File: src/rtl/core/mrss_pkg.sv
// Package for the Morton range split search block.
// Holds table sizes, transfer structs and the controller/datapath command codes.
// Used by mrss_ctrl, mrss_dp and morton_range_split_search.
package mrss_pkg;

  localparam int unsigned TABLE_DEPTH = 1024;
  localparam int unsigned IDX_W       = 10;
  localparam int unsigned CODE_W      = 32;

  // Table depth as an index-plus-one-bit value for range checks
  localparam logic [IDX_W:0] DEPTH_LIM = (IDX_W + 1)'(TABLE_DEPTH);

  localparam logic REQ_LOAD  = 1'b0;
  localparam logic REQ_QUERY = 1'b1;

  // Read address select
  localparam logic [1:0] RD_LO    = 2'd0;
  localparam logic [1:0] RD_HI    = 2'd1;
  localparam logic [1:0] RD_PROBE = 2'd2;

  typedef struct packed {
    logic              req_type;
    logic [IDX_W-1:0]  load_index;
    logic [CODE_W-1:0] load_code;
    logic [IDX_W-1:0]  range_start;
    logic [IDX_W-1:0]  range_end;
  } req_t;

  typedef struct packed {
    logic [IDX_W-1:0] split_index;
    logic             bad_range;
  } res_t;

  typedef struct packed {
    logic       capture;
    logic       load_wr;
    logic [1:0] rd_sel;
    logic       cap_first;
    logic       setup;
    logic       step;
    logic       check;
    logic       res_bad;
    logic       res_mid;
    logic       res_pos;
  } cmd_t;

  typedef struct packed {
    logic is_query;
    logic bad;
    logic ends_equal;
    logic more_steps;
  } stat_t;

endpackage

File: src/rtl/core/mrss_ctrl.sv
// Controller of the Morton range split search: sequences table reads and
// halving steps, and raises the result strobe. Depends on mrss_pkg.
module mrss_ctrl (
  input  logic            clk,
  input  logic            rst,
  input  logic            start,
  input  mrss_pkg::stat_t stat,
  output mrss_pkg::cmd_t  cmd,
  output logic            busy,
  output logic            done
);
  import mrss_pkg::*;

  localparam logic [2:0] S_IDLE     = 3'd0;
  localparam logic [2:0] S_RD_FIRST = 3'd1;
  localparam logic [2:0] S_RD_LAST  = 3'd2;
  localparam logic [2:0] S_COMPARE  = 3'd3;
  localparam logic [2:0] S_STEP     = 3'd4;
  localparam logic [2:0] S_CHECK    = 3'd5;

  logic [2:0] state;
  logic [2:0] state_next;
  logic       done_next;

  assign busy = (state != S_IDLE);

  always_comb begin
    cmd        = '0;
    cmd.rd_sel = RD_LO;
    state_next = state;
    done_next  = 1'b0;
    unique case (state)
      S_IDLE: begin
        if (start) begin
          cmd.capture = 1'b1;
          if (!stat.is_query) begin
            cmd.load_wr = 1'b1;
          end else if (stat.bad) begin
            cmd.res_bad = 1'b1;
            done_next   = 1'b1;
          end else begin
            state_next = S_RD_FIRST;
          end
        end
      end
      S_RD_FIRST: begin
        cmd.rd_sel = RD_LO;
        state_next = S_RD_LAST;
      end
      S_RD_LAST: begin
        cmd.rd_sel    = RD_HI;
        cmd.cap_first = 1'b1;
        state_next    = S_COMPARE;
      end
      S_COMPARE: begin
        if (stat.ends_equal) begin
          cmd.res_mid = 1'b1;
          done_next   = 1'b1;
          state_next  = S_IDLE;
        end else begin
          cmd.setup  = 1'b1;
          state_next = S_STEP;
        end
      end
      S_STEP: begin
        cmd.rd_sel = RD_PROBE;
        cmd.step   = 1'b1;
        state_next = S_CHECK;
      end
      S_CHECK: begin
        cmd.check = 1'b1;
        if (stat.more_steps) begin
          state_next = S_STEP;
        end else begin
          cmd.res_pos = 1'b1;
          done_next   = 1'b1;
          state_next  = S_IDLE;
        end
      end
      default: begin
        state_next = S_IDLE;
      end
    endcase
  end

  always_ff @(posedge clk) begin
    if (rst) begin
      state <= S_IDLE;
      done  <= 1'b0;
    end else begin
      state <= state_next;
      done  <= done_next;
    end
  end

endmodule

File: config.mk
export PLATFORM = sky130hd
export DESIGN_NAME = mrss_ctrl
export DESIGN_NICKNAME = d
export VERILOG_FILES = /design/src/rtl/core/mrss_pkg.sv /design/src/rtl/core/mrss_ctrl.sv
export SDC_FILE = /design/constraint.sdc
export NUM_CORES = 1
export LEC_CHECK = 0
export ABC_AREA = 0
export ABC_CLOCK_PERIOD_IN_PS = 1000
export BUFFER_PORTS_ARGS = -buffer_cell sky130_fd_sc_hd__buf_4
export CELL_PAD_IN_SITES_DETAIL_PLACEMENT = 1
export CELL_PAD_IN_SITES_GLOBAL_PLACEMENT = 1
export CORE_UTILIZATION = 24
export CTS_CLUSTER_DIAMETER = 50
export CTS_CLUSTER_SIZE = 28
export DETAILED_ROUTE_END_ITERATION = 7
export PLACE_DENSITY_LB_ADDON = 0.1
export SLEW_MARGIN = 20
export SYNTH_ARGS = -nofsm -noshare
export SYNTH_HDL_FRONTEND = slang
export SYNTH_SLANG_ARGS = --single-unit
File: constraint.sdc
create_clock -name clk -period 1 [get_ports clk]
set_input_delay 0.05 -clock clk [delete_from_list [all_inputs] [get_ports clk]]
set_output_delay 0.05 -clock clk [all_outputs]
set_load 0.05 [all_outputs]
==> results of run 1 <==
## registers in the layout, indices dropped and copies added, names as in the netlist
name,flops
state,3
done,1
## critical path: stages (launching register included)
cell and delay (ns):
dfxtp_4 0.37, or2b_1 0.28, nor3b_4 0.23, buf_6 0.19
## per-layer routing
layer  GRT usage  part of all wire
met5           0                 0
met4     0.07759                 0
met3     0.03488             0.034
met2      0.3542              0.59
met1      0.1812              0.37
## power by group through the flow
stage / clock network (W) / logic [W] / registers [W]
2_1_floorplan: 0 / 0.000227 / 0.000186
3_3_place_gp: 0 / 0.000302 / 0.000188
3_5_place_dp: 0 / 0.000309 / 0.000189
4_1_cts: 0.000207 / 0.000361 / 0.000184
5_1_grt: 0.000221 / 0.000395 / 0.000186
6_report: 0.000195 / 0.000375 / 0.000184
## logic make-up after synthesis
logic type                synth area share
DFF                                 0.2500
xor gates and xnor gates           0.05470
and+or+nand+nor                     0.3711
AOI/OAI and AO/OA                   0.1406
buffers and inverters               0.1836
## placed cells by master (no fill, tap or decap), types with 2 or more instances in the layout
cell / instances
buf_4: 16
buf_6: 12
buf_8: 4
clkbuf_4: 3
dfxtp_4: 3
inv_1: 4
nor3_4: 2
nor3b_4: 3
## repair_timing
action	4_1_cts	5_1_grt
resized for setup	24	3
endpoints found under the hold margin	0	0
setup buffers	3	2
pin swaps	4	5
setup endpoints to repair	15	15
## cell type report
type	count	area share
inverter	5	0.02867
tap	14	0.02361
sequential	4	0.1231
multi-input combinational	22	0.3693
timing repair buffer	32	0.4250
clock buffer	3	0.03035
## per-stage QoR
| stage | hold slack, ns | util | total power, W |
|---|---|---|---|
| after global placement | 0.2490 | 0.4925 | 0.0004901 |
| after global routing | 0.01873 | 0.6335 | 0.0008014 |
| after detailed placement | 0.2540 | 0.4925 | 0.0004978 |
| final | 0.02628 | 0.6335 | 0.0007535 |
| after floorplan | 0.1150 | - | 0.0004134 |
| after CTS | 0.002624 | 0.6068 | 0.0007520 |
## how the worst min path moves through the flow
stage	end	slack (ns)	cells after the start
6_report	state[1]$_SDFFE_PP0P_	0.03	2
3_3_place_gp	state[2]$_SDFFE_PP0P_	0.25	2
3_5_place_dp	state[0]$_SDFFE_PP0P_	0.25	2
4_1_cts	state[0]$_SDFFE_PP0P_	0.003	2
5_1_grt	state[1]$_SDFFE_PP0P_	0.02	2
2_1_floorplan	state[2]$_SDFFE_PP0P_	0.11	1
==> results.md, run 1 <==
- Outcome: finished, violations left
- Failing checks: setup timing
- Synth top area cells: dfxtp_1 25%, inv_1 5.9%, nor3_4 5.1%, a2111oi_2 4.7%, buf_4 4.7%
- Clock transition at path regs: 0.04 ns
- PnR worst setup slack: -0.3518 ns
- Initial core utilization: 0.2735
- # IOs: 20
- Worst Tran Pin Value: 0.2683 ns
- Final Wtd Congestion: 0.7698
- Critical R2R Launch: state[0]$_SDFFE_PP0P_
- Setup crit end kind: primary output
- CTS tree: done
- Power density over cell area: 1016 mW/mm2
- Setup Crit Path Kind: register to primary output
- Critical Path Sink: cmd[0]
- Worst Reg2Reg Path Length in Cells: 4
- Clk network pwr share: 0.258
- Yosys reg bits: 4
- Crit path launch: state[0]$_SDFFE_PP0P_
- Clock sink count: 4
- Die Height: 38.53 um
- Crit path launch type: register
- DR WL/cell: 13.18 um
- Worst slack, placed: -0.1323 ns
- Final worst-path cycle share: 1.352
- Most frequent cell after synthesis: inv_1
- Fin cells: 80
- Worst EP arrival: 1.30 ns
- First-pass GRT wire length: 1.821 mm
- Register area share after synthesis: 0.2500
- First-pass detailed-route iteration total: 2
- Fmax: 739.8 MHz
- Multi-input logic area: 274.0 um2
- Syn. warnings: 0
- Netlist cell types: 24
- # setup viols final: 14
- Root Buffer: clkbuf_4
- Pin count of the biggest net entering global routing: 8
- Synthesized net count: 42
- Netlist Area Pre-Place: 320.3 um2
- Worst hold path type: input port to register
- Top cells by count, synth: 5 x inv_1, 4 x dfxtp_1
- DRT iter0 DRCs: 1
- Inserted Clock Buffers: 3
- Cells after DPL: 73
- Clock buffer depth: 2
- Post-synth EDFFs: 0
- Fraction of layout cells with a size suffix above 1: 0.7879
- FF-to-FF setup slack: -0.20 ns
- Rel. slew slack: 0.8211
- Comb power frac: 0.498
- RSZ-0062 raised after global routing: true
- Overall routing resource usage: 0.1820
- Sequential share of power: 0.244
- DP HPWL: 861.7 um
- Worst hold start: rst
- Hold bufs inserted after CTS: 0
- Synthesis-to-finish area growth: 131.6%
- Peak supply drop: 0.7169 mV
- Storage cell area: 91.34 um2
- Leakage power: 0.3370 nW
- Port Buffer Count: 19
- Top cell type's share of synthesized area: 0.2500
- Post-synth top area cell: dfxtp_1
- Post-placement cell area: 576.8 um2
- Switching part of the total power: 0.3681
- Vias post-DR: 378
- Global route total overflow: 0
- Setup Skew: 0.002177 ns
- # diodes: 0
- Final Slew Violations: 0
- Main synth FF type: dfxtp_1
- Data required, critical path: 0.95 ns
- DR vias/cell: 4.725
- Antenna Nets Post-Route: 0
- Horiz. Die Dim: 38.53 um
- Row count: 12
- Vias in the first global route: 417
- Drt total wl: 1.054 mm
- Insertion delay to the later sink of the worst-skew pair: 0.23 ns
- Final nets: 75
- RR Endpoint: done$_SDFF_PP0_
- Initial antenna violation count: 0
- Tmin final: 1.352 ns
- Design area: 742.0 um2
- Average size of a mapped cell: 9.152 um2
- Maxcap violations: 0
- Syn Inst Count: 35
- FFs w/ async S/R, synth: 0
- Crit Path Max Fanout: 5
- Die area: 0.001485 mm2
- Fillers: 121
- DRC Markers: 0
- Internal power: 0.0004762 W
- Total negative slack: -2.895 ns
- P_sw: 0.0002774 W
- # H-tree levels: 1
- Core footprint: 0.001171 mm2
- Final Hold Violating Endpoints: 0
(Power assumes the default switching activity.)
==> run 2, diff against run 1 <==
- CORE_MARGIN: default -> 8
- PLACE_DENSITY_LB_ADDON: 0.1 -> 0.2
==> run 2 against run 1 <==
The run still ends with setup timing left. Cell count up 2.5%. Fmax up 1.7%. Global-route usage fell by 8.3 points. Clock power about the same. Utilization fell by 3.2 points. Flip-flop and latch count is the same. Clock skew about the same. Non-clock buffer count rose by 1. Critical path depth unchanged. Critical path type unchanged. Largest power group unchanged.
==> results.md, run 2 (same netlist as run 1, synthesis figures left out) <==
- Largest regs: state (3), done (1)
- Switching part of the total power: 0.3750 (+0.006897)
- # diodes: 0 (unchanged)
- Outcome: finished, violations left
- Initial core utilization: 0.2525 (-0.02104)
- CTS tree: done
- Clk network pwr share: 0.254 (-0.004)
- Max FFs per register: 3 (unchanged)
- Sequential share of power: 0.237 (-0.007)
- Vias in the first global route: 459 (+10%)
- Crit path cell chain: or2b_1, nor3b_4, buf_6
- Pin count of the biggest net entering global routing: 7 (-1)
- # IOs: 20 (unchanged)
- Post-placement cell area: 570.5 um2 (-1.1%)
- Antenna Nets Post-Route: 0 (unchanged)
- Crit-path max cell delay: 0.36 ns (about the same)
- DR vias/cell: 4.829 (+2.2%)
- # H-tree levels: 1 (unchanged)
- Setup Crit Path Kind: register to primary output
- Worst slack, placed: -0.1380 ns (-0.005721 ns)
- Overall routing resource usage: 0.09870 (-0.08334)
- Peak supply drop: 0.9626 mV (+34%)
- Clock transition at path regs: 0.04 ns (about the same)
- Power density over cell area: 1009 mW/mm2 (-0.67%)
- Commonest non-fill, non-tap cell in the layout: buf_4
- Final Wtd Congestion: 0.7898 (+2.6%)
- Worst EP arrival: 1.28 ns (-0.02 ns)
- DR WL/cell: 16.49 um (+25%)
- Data required, critical path: 0.95 ns (about the same)
- Setup crit end kind: primary output
- # setup viols final: 14 (unchanged)
- First-pass detailed-route iteration total: 3 (+1)
- Storage cell area: 91.34 um2 (unchanged)
- Clock sink count: 4 (unchanged)
- Drt total wl: 1.352 mm (+28%)
- Global route total overflow: 0 (unchanged)
- Comb power frac: 0.508 (+0.010)
- Worst hold path type: input port to register
- First-pass GRT wire length: 2.097 mm (+15%)
- RSZ-0062 raised after global routing: true
- P_sw: 0.0002887 W (+4.1%)
- Crit path launch type: register
- DRT iter0 DRCs: 1 (unchanged)
- Post-layout util: 0.6016 (-0.03197)
- Final Hold Violating Endpoints: 0 (unchanged)
- Fmax: 752.1 MHz (+1.7%)
- Tmin final: 1.330 ns (-0.02209 ns)
- Die area: 0.002759 mm2 (+86%)
- Maxcap violations: 0 (unchanged)
- Root Buffer: clkbuf_4
- Rel. slew slack: 0.8211 (about the same)
- Most frequent cells in the layout: 16 x buf_4, 10 x buf_6, 7 x buf_8
- Insertion delay to the later sink of the worst-skew pair: 0.23 ns (about the same)
- Row count: 13 (+1)
- Hold bufs inserted after CTS: 0 (unchanged)
- PnR worst setup slack: -0.3297 ns (+0.02209 ns)
- GRT busiest layer: met2
- Final Slew Violations: 0 (unchanged)
- Core footprint: 0.001269 mm2 (+8.3%)
- Port Buffer Count: 19 (unchanged)
- Multi-input logic area: 269.0 um2 (-1.8%)
- Met1 Resource Use GR: 0.09760 (-0.08358)
- Design area: 763.2 um2 (+2.9%)
- Final Total Pwr: 0.0007699 W (+2.2%)
- Crit Path Max Fanout: 4 (-1)
- DRC Markers: 0 (unchanged)
- Inserted Clock Buffers: 3 (unchanged)
- Final worst-path cycle share: 1.330 (-0.02209)
- Failing checks: setup timing
- Vias post-DR: 396 (+4.8%)
- Initial antenna violation count: 0 (unchanged)
- Die Height: 52.53 um (+36%)
- Leakage power: 0.3445 nW (+2.2%)
- Worst Tran Pin Value: 0.2678 ns (-0.0005624 ns)
- Total negative slack: -2.947 ns (-0.05258 ns)
- Horiz. Die Dim: 52.53 um (+36%)
- Final nets: 76 (+1.3%)
- Grt met3 use: 0.05398 (+0.01909)
- Top reg by flops: state
- Synthesis-to-finish area growth: 138.3%
- Clock buffer depth: 2 (unchanged)
- M2 GR Usage: 0.1798 (-0.1743)
- DP HPWL: 914.4 um (+6.1%)
- Fraction of layout cells with a size suffix above 1: 0.8209 (+0.03302)
- Fillers: 136 (+12%)
- Internal power: 0.0004812 W (+1.1%)
- Slowest CP cell: dfxtp_4
- Setup Skew: 0.001844 ns (-0.0003332 ns)
## run 2: power groups by stage
stage / Clock, W / Combinational (W) / Sequential (W)
final: 0.000196 / 0.000391 / 0.000183
after global routing: 0.000221 / 0.000409 / 0.000184
after CTS: 0.000201 / 0.000340 / 0.000182
after detailed placement: 0 / 0.000309 / 0.000187
after global placement: 0 / 0.000302 / 0.000187
after floorplan: 0 / 0.000227 / 0.000186
## run 2: area by class of cell
type / count / area share
Timing Repair Buffer: 33 / 0.4426
Inverter: 5 / 0.03115
Clock buffer: 3 / 0.02951
Sequential cell: 4 / 0.1197
Multi-Input combinational cell: 22 / 0.3525
Tap cell: 15 / 0.02459
## run 2: timing repair
item / CTS / global route
endpoints found under the setup margin: 15 / 15
pin swaps: 4 / 7
buffers inserted: 2 / 4
resized for setup: 21 / 13
## run 2: final timing paths
| kind | from | to | slack, ns | cells after the start |
|---|---|---|---|---|
| max | state[0]$_SDFFE_PP0P_ | cmd[0] | -0.33 | 3 |
| min | rst | state[2]$_SDFFE_PP0P_ | 0.02 | 2 |
| max reg2reg | state[1]$_SDFFE_PP0P_ | done$_SDFF_PP0_ | -0.16 | 4 |
| min reg2reg | state[0]$_SDFFE_PP0P_ | state[0]$_SDFFE_PP0P_ | 0.61 | 2 |
## run 2: worst max-delay path: cells and delay by family (launching register included)
family	cells	cell delay, ns
flip-flops	1	0.36
buffers and inverters	1	0.19
AND/OR/NAND/NOR	2	0.50
## run 2: stage by stage
stage	cells	hold WS [ns]
CTS	78	0.01404
global route	82	0.02124
floorplan	35	0.1150
finish	82	0.01987
global placement	73	0.2438
detailed placement	73	0.2571
## run 2: routing by layer
layer  wire length, um  vias to the layer above  share of wire
li1                  -                      187              -
met1               444                      192           0.33
met2               785                       17           0.58
met3               122                        0          0.090
met4                 0                        0              0
met5                 0                        -              0
==> run 3, diff against run 2 <==
- SKIP_LAST_GASP: default -> 1
==> run 3 against run 2 <==
The run still ends with setup timing left. Utilization unchanged. Critical path depth unchanged. Cell count unchanged. Register-to-register slack about the same. First-iteration DRC count unchanged. Wire length increased by 1.0%. Final area unchanged. Flip-flop and latch count unchanged. Count of clock-buffer cells in the layout unchanged. Die area unchanged. Non-clock buffer count unchanged.
==> results.md, run 3 (same netlist as run 1, synthesis figures left out) <==
- Cells after DPL: 73 (unchanged)
- Rel. slew slack: 0.8211 (unchanged)
- Port Buffer Count: 19 (unchanged)
- Drt total wl: 1.366 mm (+1.0%)
- CTS tree: done
- Final nets: 76 (unchanged)
- Total negative slack: -2.983 ns (-0.03575 ns)
- Worst slack, placed: -0.1380 ns (unchanged)
- Failing checks: setup timing
- Worst hold path type: input port to register
- Clock transition at path regs: 0.04 ns (about the same)
- # setup viols final: 14 (unchanged)
- Initial core utilization: 0.2525 (unchanged)
- Worst Tran Pin Value: 0.2678 ns (unchanged)
- Switching part of the total power: 0.3752 (about the same)
- Initial antenna violation count: 0 (unchanged)
- Die Height: 52.53 um (unchanged)
- Core footprint: 0.001269 mm2 (unchanged)
- Fmax: 752.3 MHz (about the same)
- DRT iter0 DRCs: 1 (unchanged)
- Top reg by flops: state
- Leakage power: 0.3445 nW (about the same)
- Comb power frac: 0.509 (about the same)
- Final Slew Violations: 0 (unchanged)
- Peak supply drop: 0.9626 mV (about the same)
- Antenna Nets Post-Route: 0 (unchanged)
- Final Wtd Congestion: 0.7898 (unchanged)
- Fillers: 136 (unchanged)
- Tmin final: 1.329 ns (-0.0003350 ns)
- DR vias/cell: 4.841 (+0.25%)
- Pin count of the biggest net entering global routing: 7 (unchanged)
- P_sw: 0.0002891 W (+0.12%)
- Final worst-path cycle share: 1.329 (about the same)
- DR WL/cell: 16.66 um (+1.0%)
- Crit path launch type: register
- DP HPWL: 914.4 um (unchanged)
- Clock buffer depth: 2 (unchanged)
- Clock sink count: 4 (unchanged)
- Root Buffer: clkbuf_4
- Synthesis-to-finish area growth: 138.3% (unchanged)
- Clk network pwr share: 0.254 (about the same)
- Commonest non-fill, non-tap cell in the layout: buf_4
- Row count: 13 (unchanged)
- Worst EP arrival: 1.28 ns (about the same)
- # diodes: 0 (unchanged)
- Vias post-DR: 397 (+0.25%)
- Setup crit end kind: primary output
- Fraction of layout cells with a size suffix above 1: 0.8209 (unchanged)
- Power density over cell area: 1009 mW/mm2 (about the same)
- # IOs: 20 (unchanged)
- Largest regs: state (3), done (1)
- First-pass detailed-route iteration total: 3 (unchanged)
- Max FFs per register: 3 (unchanged)
- Global route total overflow: 0 (unchanged)
- Outcome: finished, violations left
- Horiz. Die Dim: 52.53 um (unchanged)
- Die area: 0.002759 mm2 (unchanged)
- # H-tree levels: 1 (unchanged)
- Setup Skew: 0.001844 ns (unchanged)
- RSZ-0062 raised after global routing: true
- Internal power: 0.0004813 W (about the same)
- Vias in the first global route: 459 (unchanged)
- DRC Markers: 0 (unchanged)
- Maxcap violations: 0 (unchanged)
- Data required, critical path: 0.95 ns (about the same)
- PnR worst setup slack: -0.3293 ns (+0.0003350 ns)
- Crit Path Max Fanout: 4 (unchanged)
- Most frequent cells in the layout: 16 x buf_4, 10 x buf_6, 7 x buf_8
- Inserted Clock Buffers: 3 (unchanged)
- Insertion delay to the later sink of the worst-skew pair: 0.23 ns (about the same)
- Final Hold Violating Endpoints: 0 (unchanged)
- Final Total Pwr: 0.0007703 W (about the same)
- Overall routing resource usage: 0.09870 (unchanged)
- Fin cells: 82 (unchanged)
- First-pass GRT wire length: 2.097 mm (unchanged)
- Sequential share of power: 0.237 (about the same)
- Setup Crit Path Kind: register to primary output
[run 3: what timing repair did]
action	CTS	global route
endpoints found under the hold margin	0	0
hold buffers	0	0
endpoints found under the setup margin	15	15
setup buffers	2	4
pin swaps	4	8
gates resized for setup	20	14
gates cloned	0	0
[run 3: layer usage]
metal / track usage / share of wire / vias up
met1: 0.09760 / 0.34 / 193
met4: 0.01293 / 0 / 0
li1: - / - / 187
met3: 0.05398 / 0.089 / 0
met5: 0 / 0 / -
met2: 0.1798 / 0.57 / 17
[run 3: area by class of cell]
class                           count  area [um2]  share of cell area
Timing Repair Buffer               33       337.8              0.4426
Clock buffer                        3       22.52             0.02951
Sequential cell                     4       91.34              0.1197
Multi-Input combinational cell     22       269.0              0.3525
Tap cell                           15       18.77             0.02459
Inverter                            5       23.77             0.03115
[run 3: power by group through the flow]
| stage | registers (W) | logic [W] | clock network, W |
|---|---|---|---|
| after global placement | 0.000187 | 0.000302 | 0 |
| after detailed placement | 0.000187 | 0.000309 | 0 |
| after floorplan | 0.000186 | 0.000227 | 0 |
| final | 0.000183 | 0.000392 | 0.000196 |
| after global routing | 0.000184 | 0.000409 | 0.000221 |
| after CTS | 0.000182 | 0.000340 | 0.000201 |
[run 3: path summary, 6_finish.rpt]
check | depth (start not counted) | start | endpoint | slack (ns)
max | 3 | state[0]$_SDFFE_PP0P_ | cmd[0] | -0.33
min reg2reg | 2 | state[0]$_SDFFE_PP0P_ | state[0]$_SDFFE_PP0P_ | 0.61
min | 2 | rst | state[2]$_SDFFE_PP0P_ | 0.02
max reg2reg | 4 | state[0]$_SDFFE_PP0P_ | done$_SDFF_PP0_ | -0.16
[run 3: through the flow]
| step | util | instance area, um2 | hold slack [ns] |
|---|---|---|---|
| final | 0.6016 | 763.2 | 0.01987 |
| after global routing | 0.6016 | 763.2 | 0.02124 |
| after CTS | 0.5375 | 681.9 | 0.01404 |
| after detailed placement | 0.4497 | 570.5 | 0.2571 |
| after global placement | 0.4497 | 570.5 | 0.2438 |
| after floorplan | - | 407.9 | 0.1150 |
[run 3: critical path: stages, from the launching register on]
cell and delay [ns]:
dfxtp_4 0.36, or2b_1 0.28, nor3b_4 0.22, buf_6 0.19
